<file path="src/rtl/core/edsc_pkg.sv">
// ----------------------------------------------------------------------------
// edsc_pkg: shared types and constants of the distance core
// Result widths, the square-root stage word and output packing constants.
// ----------------------------------------------------------------------------
`timescale 1ns / 1ps

package edsc_pkg;

   // Width of the running sum of squares.
   localparam int SUM_W = 44;
   // Width of the floor square root of the sum.
   localparam int DIST_W = SUM_W / 2;
   // One root bit is resolved per cell.
   localparam int SQRT_CELLS = DIST_W;
   // Partial remainder width: it stays below 2^(DIST_W+2) before each trial.
   localparam int REM_W = DIST_W + 3;
   // Result word: sum_sq, then distance, zero filled to whole bytes.
   localparam int RSP_DW = ((SUM_W + DIST_W + 7) / 8) * 8;
   localparam int RSP_PAD_W = RSP_DW - SUM_W - DIST_W;

   localparam logic [SUM_W-1:0] SUM_MAX = {SUM_W{1'b1}};

   // Word handed from cell to cell along the square-root chain.
   typedef struct packed {
      logic              valid;
      logic [SUM_W-1:0]  sum;
      logic              sat;
      logic [REM_W-1:0]  rem;
      logic [DIST_W-1:0] root;
   } sqrt_stage_type;

endpackage

</file>
<file path="src/rtl/core/euclidean_distance_stream_core.sv">
// A last word passes the square register, then every square-root cell in order.
// Takes one coordinate pair per cycle; with one cell per root bit (22 cells), a new
// vector total can enter the chain every cycle while the output is not stalled.
// Reset: synchronous, active high; clears the running sum, pair count,
// saturation flag and every valid bit of the chain.
// ----------------------------------------------------------------------------
// euclidean_distance_stream_core: streaming squared distance and its root
// Accumulates squared coordinate differences per vector and reports the total,
// its floor square root and a saturation flag on the last word.
// ----------------------------------------------------------------------------
`timescale 1ns / 1ps

module euclidean_distance_stream_core #(
   parameter int COORD_BITS = 16,
   parameter int MAX_DIMS   = 1024
) (
   input  logic                                  clock,
   input  logic                                  reset,
   // Input word: [x_coord, y_coord] from bit 0 up, zero filled to bytes.
   input  logic [((2*COORD_BITS+7)/8)*8-1:0]     req_tdata,
   input  logic                                  req_tlast,   // last_elem
   input  logic                                  req_tvalid,
   output logic                                  req_tready,
   // Result word: [sum_sq, distance] from bit 0 up, zero filled to bytes.
   output logic [edsc_pkg::RSP_DW-1:0]           rsp_tdata,
   output logic                                  rsp_tuser,   // saturated
   output logic                                  rsp_tvalid,
   input  logic                                  rsp_tready
);
   import edsc_pkg::*;

   localparam int CHK_W = 2 * DIST_W + 2;

   sqrt_stage_type chain [0:SQRT_CELLS];
   logic           chain_en;
   sqrt_stage_type tail;

   // The whole root chain moves together; freeze it only while the final
   // cell holds a result the consumer has not taken.
   assign chain_en = !chain[SQRT_CELLS].valid || rsp_tready;

   // Front end: square, accumulate, hand vector totals to the chain. It keeps
   // taking words under an output stall until a last word must enter the chain.
   edsc_acc #(
      .COORD_BITS (COORD_BITS),
      .MAX_DIMS   (MAX_DIMS)
   ) u_acc (
      .clock     (clock),
      .reset     (reset),
      .in_valid  (req_tvalid),
      .in_ready  (req_tready),
      .x_coord   (req_tdata[COORD_BITS-1:0]),
      .y_coord   (req_tdata[2*COORD_BITS-1:COORD_BITS]),
      .last_elem (req_tlast),
      .chain_en  (chain_en),
      .chain_out (chain[0])
   );

   // One cell per root bit, most significant first.
   for (genvar g = 0; g < SQRT_CELLS; g++) begin : g_cell
      edsc_sqrt_cell #(
         .IDX (g)
      ) u_cell (
         .clock     (clock),
         .reset     (reset),
         .en        (chain_en),
         .stage_in  (chain[g]),
         .stage_out (chain[g+1])
      );
   end

   // The last cell's register doubles as the output register.
   assign tail       = chain[SQRT_CELLS];
   assign rsp_tvalid = tail.valid;
   assign rsp_tdata  = {RSP_PAD_W'(0), tail.root, tail.sum};
   assign rsp_tuser  = tail.sat;

`ifndef SYNTHESIS
   a_root_low: assert property (@(posedge clock) disable iff (reset)
      rsp_tvalid |-> ((CHK_W'(tail.root) * CHK_W'(tail.root)) <= CHK_W'(tail.sum)))
      else $error("distance too large for sum_sq");

   a_root_high: assert property (@(posedge clock) disable iff (reset)
      rsp_tvalid |->
         (((CHK_W'(tail.root) + CHK_W'(1)) * (CHK_W'(tail.root) + CHK_W'(1)))
          > CHK_W'(tail.sum)))
      else $error("distance too small for sum_sq");

   a_rsp_hold: assert property (@(posedge clock) disable iff (reset)
      rsp_tvalid && !rsp_tready |=>
         rsp_tvalid && $stable(rsp_tdata) && $stable(rsp_tuser))
      else $error("result word changed while stalled");
`endif

endmodule

</file>
<file path="src/rtl/core/edsc_acc.sv">
// ----------------------------------------------------------------------------
// edsc_acc: squared-difference accumulator
// Squares each coordinate difference, keeps a saturating sum and pair count,
// and hands the total of a vector to the square-root chain on the last word.
// ----------------------------------------------------------------------------
`timescale 1ns / 1ps

module edsc_acc #(
   parameter int COORD_BITS = 16,
   parameter int MAX_DIMS   = 1024
) (
   input  logic                     clock,
   input  logic                     reset,
   input  logic                     in_valid,
   output logic                     in_ready,
   input  logic [COORD_BITS-1:0]    x_coord,
   input  logic [COORD_BITS-1:0]    y_coord,
   input  logic                     last_elem,
   input  logic                     chain_en,
   output edsc_pkg::sqrt_stage_type chain_out
);
   import edsc_pkg::*;

   localparam int DIFF_W = COORD_BITS + 1;
   localparam int SQ_W   = 2 * DIFF_W;
   localparam int ACC_W  = ((SQ_W > SUM_W) ? SQ_W : SUM_W) + 1;
   localparam int CNT_W  = $clog2(MAX_DIMS + 1);

   logic signed [DIFF_W-1:0] diff;
   logic        [DIFF_W-1:0] mag;
   logic        [SQ_W-1:0]   sq;

   logic                 a_valid_ff, a_valid_in;
   logic                 a_last_ff;
   logic [SQ_W-1:0]      a_sq_ff;

   logic [SUM_W-1:0]     sum_ff, sum_in;
   logic [CNT_W-1:0]     cnt_ff, cnt_in;
   logic                 flag_ff, flag_in;

   logic                 adv;
   logic                 take;
   logic                 emit;
   logic                 cnt_full;
   logic [ACC_W-1:0]     sum_ext;
   logic                 ovf;
   logic [SUM_W-1:0]     sum_new;
   logic                 flag_new;

   // Difference is exact in one extra bit; its magnitude never reaches 2^COORD_BITS.
   assign diff = $signed({x_coord[COORD_BITS-1], x_coord})
               - $signed({y_coord[COORD_BITS-1], y_coord});
   assign mag  = diff[DIFF_W-1] ? DIFF_W'(-diff) : DIFF_W'(diff);
   assign sq   = SQ_W'(mag) * SQ_W'(mag);

   // Hold the square stage only when it carries a last word the chain cannot take.
   assign adv      = !a_valid_ff || !a_last_ff || chain_en;
   assign in_ready = adv;
   assign take     = in_valid && adv;
   assign emit     = a_valid_ff && a_last_ff && adv;

   assign a_valid_in = adv ? in_valid : a_valid_ff;

   always_ff @(posedge clock) begin
      if (reset) begin
         a_valid_ff <= 1'b0;
      end else begin
         a_valid_ff <= a_valid_in;
      end
   end

   always_ff @(posedge clock) begin
      if (take) begin
         a_sq_ff   <= sq;
         a_last_ff <= last_elem;
      end
   end

   // Saturating accumulate.
   assign cnt_full = (cnt_ff == CNT_W'(MAX_DIMS));
   assign sum_ext  = ACC_W'(sum_ff) + ACC_W'(a_sq_ff);
   assign ovf      = (sum_ext > ACC_W'(SUM_MAX));
   assign sum_new  = ovf ? SUM_MAX : sum_ext[SUM_W-1:0];
   assign flag_new = flag_ff || ovf || cnt_full;

   always_comb begin
      sum_in  = sum_ff;
      cnt_in  = cnt_ff;
      flag_in = flag_ff;
      if (a_valid_ff && adv) begin
         if (a_last_ff) begin
            sum_in  = '0;
            cnt_in  = '0;
            flag_in = 1'b0;
         end else begin
            sum_in  = sum_new;
            cnt_in  = cnt_full ? cnt_ff : cnt_ff + CNT_W'(1);
            flag_in = flag_new;
         end
      end
   end

   always_ff @(posedge clock) begin
      if (reset) begin
         sum_ff  <= '0;
         cnt_ff  <= '0;
         flag_ff <= 1'b0;
      end else begin
         sum_ff  <= sum_in;
         cnt_ff  <= cnt_in;
         flag_ff <= flag_in;
      end
   end

   always_comb begin
      chain_out.valid = emit;
      chain_out.sum   = sum_new;
      chain_out.sat   = flag_new;
      chain_out.rem   = '0;
      chain_out.root  = '0;
   end

`ifndef SYNTHESIS
   a_cnt_bound: assert property (@(posedge clock) disable iff (reset)
      cnt_ff <= CNT_W'(MAX_DIMS))
      else $error("pair count ran past its limit");

   a_clear_after_emit: assert property (@(posedge clock) disable iff (reset)
      emit |=> (sum_ff == '0) && (cnt_ff == '0) && !flag_ff)
      else $error("vector state not cleared after last word");

   a_stall_on_last: assert property (@(posedge clock) disable iff (reset)
      !in_ready |-> a_valid_ff && a_last_ff)
      else $error("input stalled without a waiting last word");
`endif

endmodule

</file>
<file path="src/rtl/core/edsc_sqrt_cell.sv">
// ----------------------------------------------------------------------------
// edsc_sqrt_cell: one restoring square-root cell
// Brings in two radicand bits, tries one root bit, registers the result.
// ----------------------------------------------------------------------------
`timescale 1ns / 1ps

module edsc_sqrt_cell #(
   parameter int IDX = 0
) (
   input  logic                     clock,
   input  logic                     reset,
   input  logic                     en,
   input  edsc_pkg::sqrt_stage_type stage_in,
   output edsc_pkg::sqrt_stage_type stage_out
);
   import edsc_pkg::*;

   localparam int PAIR_HI = SUM_W - 1 - 2 * IDX;

   sqrt_stage_type cell_ff, cell_in;
   logic [REM_W-1:0] rem_sh;
   logic [REM_W-1:0] trial;
   logic             ge;

   assign rem_sh = {stage_in.rem[REM_W-3:0], stage_in.sum[PAIR_HI -: 2]};
   assign trial  = REM_W'({stage_in.root, 2'b01});
   assign ge     = (rem_sh >= trial);

   always_comb begin
      cell_in      = stage_in;
      cell_in.rem  = ge ? (rem_sh - trial) : rem_sh;
      cell_in.root = {stage_in.root[DIST_W-2:0], ge};
   end

   always_ff @(posedge clock) begin
      if (reset) begin
         cell_ff.valid <= 1'b0;
      end else if (en) begin
         cell_ff <= cell_in;
      end
   end

   assign stage_out = cell_ff;

endmodule
</file>
<file path="config.mk">
export PLATFORM = sky130hd
export DESIGN_NAME = euclidean_distance_stream_core
export DESIGN_NICKNAME = d
export VERILOG_FILES = /design/src/rtl/core/edsc_pkg.sv /design/src/rtl/core/euclidean_distance_stream_core.sv /design/src/rtl/core/edsc_acc.sv /design/src/rtl/core/edsc_sqrt_cell.sv
export SDC_FILE = /design/constraint.sdc
export NUM_CORES = 2
export LEC_CHECK = 0
export BUFFER_PORTS_ARGS = -buffer_cell sky130_fd_sc_hd__buf_2
export CAP_MARGIN = 15
export CORE_ASPECT_RATIO = 2
export CORE_UTILIZATION = 65
export DETAILED_ROUTE_END_ITERATION = 10
export PLACE_DENSITY = 0.82
export SLEW_MARGIN = 10
export SYNTH_ARGS = -nofsm -noshare
export SYNTH_HDL_FRONTEND = slang
export SYNTH_SLANG_ARGS = --single-unit
</file>
<file path="constraint.sdc">
create_clock -name clock -period 120 [get_ports clock]
set_input_delay 6 -clock clock [delete_from_list [all_inputs] [get_ports clock]]
set_output_delay 6 -clock clock [all_outputs]
set_load 0.1 [all_outputs]
</file>
==> results.md <==
- Synth Flop Type: edfxtp_1
- CTS Buffer Depth: 3
- Drt pass-1 iters: 6
- EDFF count, synth: 1730
- Core area: 130000 um2
- Die Height: 512 um
- Die width: 257 um
- Initial antenna violation count: 1
- Tcrit/Tclk final: a little over an eighth
- Gate Count Post-Synth: 6326
- Yosys top cell by area: edfxtp_1
- PostCTS Resize Cnt: 0
- Max Cap Violations: 0
- Final core utilization: 71.0%
- Final hold viol count: 0
- Top cells by count, synth: edfxtp_1, inv_1, nand2_1
- Mean Syn Cell Area: ~13 um2
- Hold Crit Depth: 0
- Hold Crit Class: flop to flop
- Area growth, synth to finish: 8.70%
- Setup crit start kind: input port
- Post-synthesis mux area share: 0.635%
- Largest net degree at the start of global routing: ~220
- Critical Path RT: around 120000 ps
- CP endpoint kind: flop
- Vias in the first global route: ~51000
- Post-route ant nets: 0
- Routed len/inst: just over 20 um
- Initial core utilization: 65.3%
- Data arrival, critical path: about 16000 ps
- Slew margin rel.: 20.1%
- Clk_skew: ~54 ps
- Clock Pin Slew Worst Setup and Hold Paths: 70 ps
- Remaining global-route overflow: 0
- Post-synth top area share: 61.3%
- Largest family of logic cells by synthesized area: adder cells
- CTS Hold Bufs: 0
- Vias per cell: 5.81
- Total Routed Length: 169 mm
- Placement Rows: 187
- Kind of critical path: input port to flop
- Max-slew violation count: 0
- Fraction of layout cells with a size suffix above 1: 7.37%
- Reg2Reg Depth: 9
- Cell Area, Synth: 84700 um2
- Sink Count: ~1800
- H-Tree Depth: 4
- Clock latency at the later pin of the worst-skew pair: 800 ps
- DP HPWL: 122 mm
- Slowest stage delay, CP: 770 ps
- CP dominant cell by count: fa_1
- Port Buffers: around 110
- Clk root buf: clkbuf_16
- Post-synthesis simple-gate area fraction: 8.48%
- Inserted Clock Buffers: 148
- Post-layout minimum cycle time: 15730 ps
- Sequential area share after synthesis: 63.2%
- Area fraction in compound gates after synthesis: 7.99%
- Final setup violation count: 0
- Area contributors post-synth: edfxtp_1, ha_1, fa_1, inv_1, xnor2_1
- First-pass GRT wire length: around 260 mm
- RSZ-0062 raised after global routing: no
- Fillers: around 8400
- I/O Pins: 112
- FMAX: 63.6 MHz
- Worst-margin pin slew: around 1200 ps
- DRT iter0 DRCs: 3086
- Synth Area in Adders: around 11%
- CP Max Fanout: 14
- Final net count: 7126
- DR DRC count: 0
- Postcts setup bufs: 0
- Synth cell types: 100
- Synth Area in XOR/XNOR: approximately 4.6%
- Die area: 132000 um2
- Vias: 48164
- Worst path slowest cell: a2111oi_0
- Status: finished clean
- Post-synth ARST share: 0%
- CTS tree: built
- GRT Resource Usage Total: 25.7%
- Most common cell in the netlist: edfxtp_1
- Global placer's final weighted congestion: 0.932
- Sum of negative setup slack: 0 ps
- Yosys reg bits: 1809
- Synth warn: 0
logic make-up (layout without fill, tap and decap cells):
logic type / count (synthesis) / count (layout)
and+or+nand+nor: 1487 / 1487
other: 2 / 20
adders and majority gates: 626 / 626
AOI/OAI and AO/OA: 1060 / 1060
buffers and inverters: 854 / 1096
DFF: 1809 / 1809
xor gates and xnor gates: 439 / 439
muxes: 49 / 49
sequential cells by signal, summed over array words and instances, names as in the netlist:
signal / cells
u_acc.a_sq_ff: 33
u_acc.sum_ff: 44
u_acc.cnt_ff: 11
u_acc.a_valid_ff: 1
u_acc.flag_ff: 1
g_cell.u_cell.stage_out: 1718
u_acc.a_last_ff: 1
metrics by stage:
step	hold WS (ps)	instances	setup slack, ps	instance area, um2
6_report	382	8287	104270	92100
5_1_grt	385	8287	103520	92100
4_1_cts	379	8286	104140	92100
3_5_place_dp	405	8014	103280	86900
3_3_place_gp	400	8014	103480	86900
2_1_floorplan	400	6343	39620	84800
cell usage in the layout, fill, tap and decap left out, types with 148 or more instances in the layout:
cell type / n
xor2_1: 193
nand2_1: 457
edfxtp_1: 1730
clkbuf_16: 148
o21ai_0: 249
a21oi_1: 320
inv_1: 667
xnor2_1: 240
nor2_1: 361
fa_1: 193
ha_1: 433
worst paths after layout:
check                             startpoint                             end  slack [ps]
min reg2reg   g_cell[5].u_cell.stage_out[59]  g_cell[6].u_cell.stage_out[59]         380
max reg2reg  g_cell[21].u_cell.stage_out[92]  g_cell[7].u_cell.stage_out[50]      113390
min           g_cell[5].u_cell.stage_out[59]  g_cell[6].u_cell.stage_out[59]         380
max                             req_tdata[0]               u_acc.a_sq_ff[33]      104270
final cells by class:
type / instances / area [um2] / area share [%]
tap: 1701 / 2130 / 2.31
antenna: 1 / 2.50 / 0.00272
multi-input combinational: 3680 / 27800 / 30.2
clock buffer: 173 / 3810 / 4.14
inverter: 675 / 2530 / 2.75
sequential: 1809 / 53500 / 58.1
timing repair buffer: 149 / 906 / 0.984
clock inverter: 99 / 1350 / 1.46
routing by layer:
metal	global-route usage, %	share of wire, %
met5	0	0
met4	20.2	8.4
met3	3.01	2.5
met1	20.5	30
met2	53.2	59
critical path: cells and delay by family:
| family | cells | cell delay, ps |
|---|---|---|
| compound gates | 14 | 4010 |
| fa+ha+maj | 9 | 3950 |
| buf+inv | 7 | 990 |
| xor+xnor | 2 | 690 |
| simple gates | 2 | 620 |
Power is left out: the tool's default activity adds up to more than one toggle a clock period on the data nets, which glitch-free logic cannot reach.
